**src/sv/assert_macros.svh**
```systemverilog
`ifndef ASSERT_MACROS_SVH
`define ASSERT_MACROS_SVH

// property must hold at every clock edge outside reset
`define PFA_ASSERT(lbl, prop, msg) \
   lbl: assert property (@(posedge clock) disable iff (reset) (prop)) else $error(msg);

// condition must never be seen outside reset
`define PFA_NEVER(lbl, cond, msg) \
   lbl: assert property (@(posedge clock) disable iff (reset) !(cond)) else $error(msg);

`endif

```
**src/sv/pfa_pkg.sv**
```systemverilog
`timescale 1ns / 1ps
`default_nettype none

package pfa_pkg;

   localparam int WORD_W     = 64;
   localparam int WORD_LOG   = 6;
   localparam int STRIDE_W   = 20;
   localparam int RUN_W      = 17;
   localparam int SKIP_W     = 7;
   localparam int PAGE_SHIFT = 12;
   localparam int BASE_W     = 28;

   localparam logic [1:0] FUNC_ALLOC = 2'd0;
   localparam logic [1:0] FUNC_FREE  = 2'd1;
   localparam logic [1:0] FUNC_USED  = 2'd2;

   localparam logic [1:0] STATUS_OK      = 2'd0;
   localparam logic [1:0] STATUS_INVALID = 2'd1;
   localparam logic [1:0] STATUS_NO_RUN  = 2'd2;

   typedef struct packed {
      logic                done;
      logic [WORD_W-1:0]   pattern;
      logic [SKIP_W-1:0]   skip;
   } align_info_type;

endpackage

`default_nettype wire

```
**src/sv/pfa_align_gen.sv**
```systemverilog
`timescale 1ns / 1ps
`default_nettype none

module pfa_align_gen (
   input  wire logic                          clock,
   input  wire logic                          reset,
   input  wire logic                          start,
   input  wire logic [pfa_pkg::STRIDE_W-1:0]  stride,
   output pfa_pkg::align_info_type            info
);
   import pfa_pkg::*;

   logic                  busy_ff, busy_in;
   logic [STRIDE_W:0]     acc_ff, acc_in;
   logic [WORD_W-1:0]     pat_ff, pat_in;
   logic                  at_end;
   logic [STRIDE_W:0]     skip_wide;

   assign at_end = acc_ff >= (STRIDE_W+1)'(WORD_W);

   // multiples of the stride below one word, then 64 mod stride
   always_comb begin
      busy_in = busy_ff;
      acc_in  = acc_ff;
      pat_in  = pat_ff;
      if (start) begin
         busy_in = 1'b1;
         acc_in  = '0;
         pat_in  = '0;
      end else if (busy_ff) begin
         if (at_end) begin
            busy_in = 1'b0;
         end else begin
            pat_in[acc_ff[WORD_LOG-1:0]] = 1'b1;
            acc_in = acc_ff + {1'b0, stride};
         end
      end
   end

   assign skip_wide = (acc_ff == (STRIDE_W+1)'(WORD_W)) ? '0 :
                      (STRIDE_W+1)'(WORD_W) + {1'b0, stride} - acc_ff;

   always_ff @(posedge clock) begin
      if (reset) begin
         busy_ff <= 1'b0;
      end else begin
         busy_ff <= busy_in;
      end
   end

   always_ff @(posedge clock) begin
      acc_ff <= acc_in;
      pat_ff <= pat_in;
   end

   assign info = '{done: busy_ff && at_end, pattern: pat_ff, skip: skip_wide[SKIP_W-1:0]};

endmodule

`default_nettype wire

```
**config.mk**
```make
export PLATFORM = sky130hd
export DESIGN_NAME = pfa_align_gen
export DESIGN_NICKNAME = d
export VERILOG_FILES = /design/src/sv/assert_macros.svh /design/src/sv/pfa_pkg.sv /design/src/sv/pfa_align_gen.sv
export SDC_FILE = /design/constraint.sdc
export NUM_CORES = 1
export LEC_CHECK = 0
export BUFFER_PORTS_ARGS = -buffer_cell sky130_fd_sc_hd__buf_2
export CAP_MARGIN = 40
export CORE_ASPECT_RATIO = 0.9
export CORE_MARGIN = 2
export CORE_UTILIZATION = 50
export DETAILED_ROUTE_END_ITERATION = 6
export PLACE_DENSITY = 0.73
export SLEW_MARGIN = 5
export SYNTH_ARGS = -nofsm -noshare
export SYNTH_HDL_FRONTEND = slang
export SYNTH_SLANG_ARGS = --single-unit
```
**constraint.sdc**
```tcl
create_clock -name clock -period 3.4 [get_ports clock]
set_clock_uncertainty 0.15 [all_clocks]
set_input_delay 0.68 -clock clock [delete_from_list [all_inputs] [get_ports clock]]
set_output_delay 0.68 -clock clock [all_outputs]
set_load 0.05 [all_outputs]
```
==> Flow_metrics.wiki <==
{| class="wikitable"
! Metric !! Value
|-
| Status || finished clean
|-
| Pin count of the biggest net entering global routing || 50
|-
| Die X || 99.2 um
|-
| Starting DRC count in detailed routing || 189
|-
| Level count of the clock H-tree || 3
|-
| Largest stage delay on the critical path || 300 ps
|-
| Buffers and inverters on the worst path || 2
|-
| Clock Tree Root || sky130_fd_sc_hd__clkbuf_8
|-
| Sum of negative setup slack || 0 ps
|-
| Tightest Pin Transition || 954 ps
|-
| CTS buffer count || 9
|-
| Normalized max-slew margin || ~36%
|-
| Gate count of the mapped netlist || 484
|-
| Antenna violation net count after detailed routing || 0
|-
| Leakage || about 0.0023 uW
|-
| Hold buffer count at cts || 0
|-
| Kind of cell adding the most delay to the critical path || compound AO/OA/AOI/OAI gates
|-
| DRC violation count after routing || 0
|-
| Maximum buffer depth of the clock tree || 2
|-
| Fraction of layout instances using a drive strength above 1 || between 20% and 30%
|-
| Global-route wire length before repair || 16.8 mm
|-
| Combinational cell fraction of total power || ~54%
|-
| I/O Pins || 95
|-
| Height of the die || 89.7 um
|-
| Internal power || ~2300 uW
|-
| Final Setup Violations || 0
|-
| Count of vias placed by the detailed router || 3854
|-
| Kind of launch point of the worst setup path || primary input
|-
| Average routed wire per standard cell || 15.5 um
|-
| Peak VDD IR || 561 uV
|-
| Via density || around 5.6
|-
| Cell repeated most along the worst path || sky130_fd_sc_hd__a21o_1
|-
| Switching Share || 46.7%
|-
| Remaining global-route overflow || 0
|-
| Clock input transition at the sequential cells of the worst setup and hold paths || 80 ps
|-
| Initial antenna violation count || 0
|-
| Total routing usage reported by global routing || 23.7%
|-
| Final number of hold-violating endpoints || 0
|-
| MaxCap Viol Count || 0
|-
| FF+latch count, synth || 86
|-
| CP Capture Type || primary output
|-
| Synthesized area per cell || around 8.4 um2
|-
| Area delta synth->final || 21.3%
|-
| Final weighted congestion of routability-driven global placement || 0.846
|-
| Initial Util || 51.0%
|-
| Hold Path Class || reg2reg
|-
| I/O Buffers || 94
|-
| Commonest register cell after synthesis || sky130_fd_sc_hd__dfxtp_1
|-
| RSZ-0062 raised after global routing || false
|-
| Sequential-to-total area share from yosys stat || 42.2%
|-
| Area of the placeable core || about 8000 um2
|-
| Total Routed Length || 10.7 mm
|-
| Netlist area before placement || approximately 4000 um2
|-
| Insertion delay to the later sink of the worst-skew pair || 360 ps
|-
| Final period utilization || between 90 and 100%
|-
| Largest fanout on the critical path || 3
|-
| Clock network fraction of total power || 17.1%
|-
| Count of flip-flops with a built-in enable after synthesis || 0
|-
| CTS tree || built
|-
| Sequence of cells on the critical path || buf_2 -> ha_1 -> ha_1 -> a21o_1 -> a21o_1 -> a21o_1 -> a21oi_2 -> xnor2_1 -> nor2_2 -> buf_6
|-
| Max Slew Vio Count || 0
|-
| Count of different cell masters after synthesis || 49
|-
| Via count of the first global-routing pass || 3472
|-
| Worst hold slack across all endpoints || 319 ps
|-
| Data arrival time of the worst path || roughly 2400 ps
|-
| Core Rows || 31
|-
| Die area || 8890 um2
|-
| Total power draw || roughly 4300 uW
|-
| Total nets after synthesis || 540
|-
| Net count reported at finish || roughly 640
|-
| Crit path time final || 3230 ps
|-
| Psw || 2010 uW
|-
| Fin area || a little under 5000 um2
|-
| Highest Clock Rate || 0.309 GHz
|-
| Required time reported for the critical path endpoint || 2570 ps
|-
| FFs w/ async S/R, synth || 0%
|-
| Ant. Diodes || 0
|-
| 1st-pass router iterations || 5
|-
| Number of fillers in the final layout || 740
|-
| Reg power frac || between 20% and 30%
|-
| Count of yosys warnings during synthesis || 0
|-
| Clock sink count || between 80 and 90
|-
| Placed inst area || 4720 um2
|-
| Crit-path slowest cell || sky130_fd_sc_hd__ha_1
|-
| Critical path type || in2out
|-
| HPWL after detailed placement || just under 8 mm
|-
| Power density over the cells || 870 nW/um2
|}
-- area by class of cell --
| class | instances | area [um2] | area share [%] |
|---|---|---|---|
| multi-input cells | 363 | 2240 | 45.4 |
| flip-flops and latches | 86 | 1730 | 34.9 |
| repair buffers | 109 | 582 | 11.8 |
| clock buffers | 11 | 141 | 2.86 |
| well taps | 99 | 124 | 2.50 |
| inverters | 19 | 71.3 | 1.44 |
| clock inverters | 5 | 58.8 | 1.19 |
-- repair_timing --
action	CTS	global route
resized for setup	2	6
buffers inserted	0	0
endpoints found under the setup margin	1	2
hold endpoints to repair	0	0
-- state kept, by name, indices dropped and copies added (netlist names) --
register	count
busy_ff	1
acc_ff	21
pat_ff	64
-- stage by stage --
step	util (%)	setup slack, ps	cells
finish	61.9	165	692
global route	61.9	20.6	692
CTS	61.6	62.9	692
detailed placement	59.0	27.0	676
global placement	58.8	66.2	672
floorplan	-	47.9	484
-- synthesized netlist by cell type, types with 2 or more instances --
cell | instances | area [um2]
sky130_fd_sc_hd__nor2_1 | 100 | 375
sky130_fd_sc_hd__o31ai_1 | 2 | 15.0
sky130_fd_sc_hd__and2_1 | 4 | 25.0
sky130_fd_sc_hd__o22ai_1 | 2 | 12.5
sky130_fd_sc_hd__fa_1 | 2 | 40.0
sky130_fd_sc_hd__a21oi_1 | 91 | 455
sky130_fd_sc_hd__dfxtp_1 | 86 | 1720
sky130_fd_sc_hd__o32ai_1 | 2 | 17.5
sky130_fd_sc_hd__inv_1 | 19 | 71.3
sky130_fd_sc_hd__nand2b_1 | 5 | 31.3
sky130_fd_sc_hd__o21ai_0 | 5 | 25.0
sky130_fd_sc_hd__o211ai_1 | 2 | 15.0
sky130_fd_sc_hd__o2bb2ai_1 | 2 | 17.5
sky130_fd_sc_hd__o21a_1 | 5 | 37.5
sky130_fd_sc_hd__nor2b_1 | 5 | 31.3
sky130_fd_sc_hd__o21ai_1 | 3 | 15.0
sky130_fd_sc_hd__and4_1 | 2 | 17.5
sky130_fd_sc_hd__xor2_1 | 5 | 43.8
sky130_fd_sc_hd__a211o_1 | 2 | 17.5
sky130_fd_sc_hd__nand4_1 | 3 | 18.8
sky130_fd_sc_hd__ha_1 | 31 | 388
sky130_fd_sc_hd__a31oi_1 | 5 | 31.3
sky130_fd_sc_hd__nand2_1 | 19 | 71.3
sky130_fd_sc_hd__xnor2_1 | 11 | 96.3
sky130_fd_sc_hd__a21o_1 | 8 | 60.1
sky130_fd_sc_hd__a41oi_1 | 3 | 26.3
sky130_fd_sc_hd__a211oi_1 | 4 | 30.0
sky130_fd_sc_hd__nor3_1 | 12 | 60.1
sky130_fd_sc_hd__and3_1 | 5 | 31.3
sky130_fd_sc_hd__nor3_2 | 4 | 40.0
sky130_fd_sc_hd__clkbuf_1 | 15 | 56.3
sky130_fd_sc_hd__nor4_1 | 3 | 18.8
-- tightest hold or removal path: stages (launching register included) --
cell and delay (ps):
sky130_fd_sc_hd__dfxtp_1 330, sky130_fd_sc_hd__a21oi_1 40, sky130_fd_sc_hd__nor2_1 70
-- logic make-up after synthesis --
family	synth area share, %
simple gates	18.7
compound gates	21.6
flops	42.2
buf+inv	3.25
fa+ha+maj	10.5
xor+xnor	3.44
mux	0.246
-- cell usage in the layout, fill, tap and decap left out, types with 2 or more instances in the layout --
| cell | n |
|---|---|
| sky130_fd_sc_hd__buf_4 | 12 |
| sky130_fd_sc_hd__clkbuf_8 | 10 |
| sky130_fd_sc_hd__a211o_1 | 2 |
| sky130_fd_sc_hd__clkinvlp_4 | 2 |
| sky130_fd_sc_hd__o2bb2ai_1 | 2 |
| sky130_fd_sc_hd__nand2b_1 | 5 |
| sky130_fd_sc_hd__nand2_1 | 19 |
| sky130_fd_sc_hd__and3_1 | 5 |
| sky130_fd_sc_hd__o32ai_1 | 2 |
| sky130_fd_sc_hd__a21o_1 | 8 |
| sky130_fd_sc_hd__xor2_1 | 5 |
| sky130_fd_sc_hd__buf_2 | 96 |
| sky130_fd_sc_hd__and4_1 | 2 |
| sky130_fd_sc_hd__o31ai_1 | 2 |
| sky130_fd_sc_hd__inv_1 | 19 |
| sky130_fd_sc_hd__o22ai_1 | 2 |
| sky130_fd_sc_hd__dfxtp_1 | 85 |
| sky130_fd_sc_hd__a41oi_1 | 3 |
| sky130_fd_sc_hd__fa_1 | 2 |
| sky130_fd_sc_hd__nor3_1 | 12 |
| sky130_fd_sc_hd__xnor2_1 | 11 |
| sky130_fd_sc_hd__nor2b_1 | 5 |
| sky130_fd_sc_hd__nor3_2 | 4 |
| sky130_fd_sc_hd__a31oi_1 | 5 |
| sky130_fd_sc_hd__nor2_1 | 98 |
| sky130_fd_sc_hd__a211oi_1 | 4 |
| sky130_fd_sc_hd__o21ai_1 | 3 |
| sky130_fd_sc_hd__nor4_1 | 3 |
| sky130_fd_sc_hd__nor2_2 | 2 |
| sky130_fd_sc_hd__o21a_1 | 5 |
| sky130_fd_sc_hd__o21ai_0 | 5 |
| sky130_fd_sc_hd__nand4_1 | 3 |
| sky130_fd_sc_hd__a21oi_1 | 90 |
| sky130_fd_sc_hd__and2_1 | 4 |
| sky130_fd_sc_hd__o211ai_1 | 2 |
| sky130_fd_sc_hd__ha_1 | 30 |
-- per-layer routing --
layer,part of all wire [%],up-vias,GRT usage [%]
li1,-,1909,-
met1,45,1814,31.0
met2,49,118,39.7
met3,5.8,13,5.65
met4,1.0,0,6.35
met5,0,-,0
-- path summary, 6_finish.rpt --
| kind | startpoint | depth (start not counted) | endpoint | slack (ps) |
|---|---|---|---|---|
| max | stride[1] | 10 | info[6] | 170 |
| min | pat_ff[47] | 2 | pat_ff[47] | 320 |
| max reg2reg | acc_ff[3] | 10 | acc_ff[17] | 450 |
| min reg2reg | pat_ff[47] | 2 | pat_ff[47] | 320 |
-- power groups by stage --
stage	clock, uW	sequential, uW	combinational [uW]
6_report	736	1230	2340
2_1_floorplan	0	1270	1700
3_5_place_dp	0	1250	2260
4_1_cts	742	1220	2290
5_1_grt	777	1240	2560
3_3_place_gp	0	1240	2230
Power figures use the tool's default switching activity.
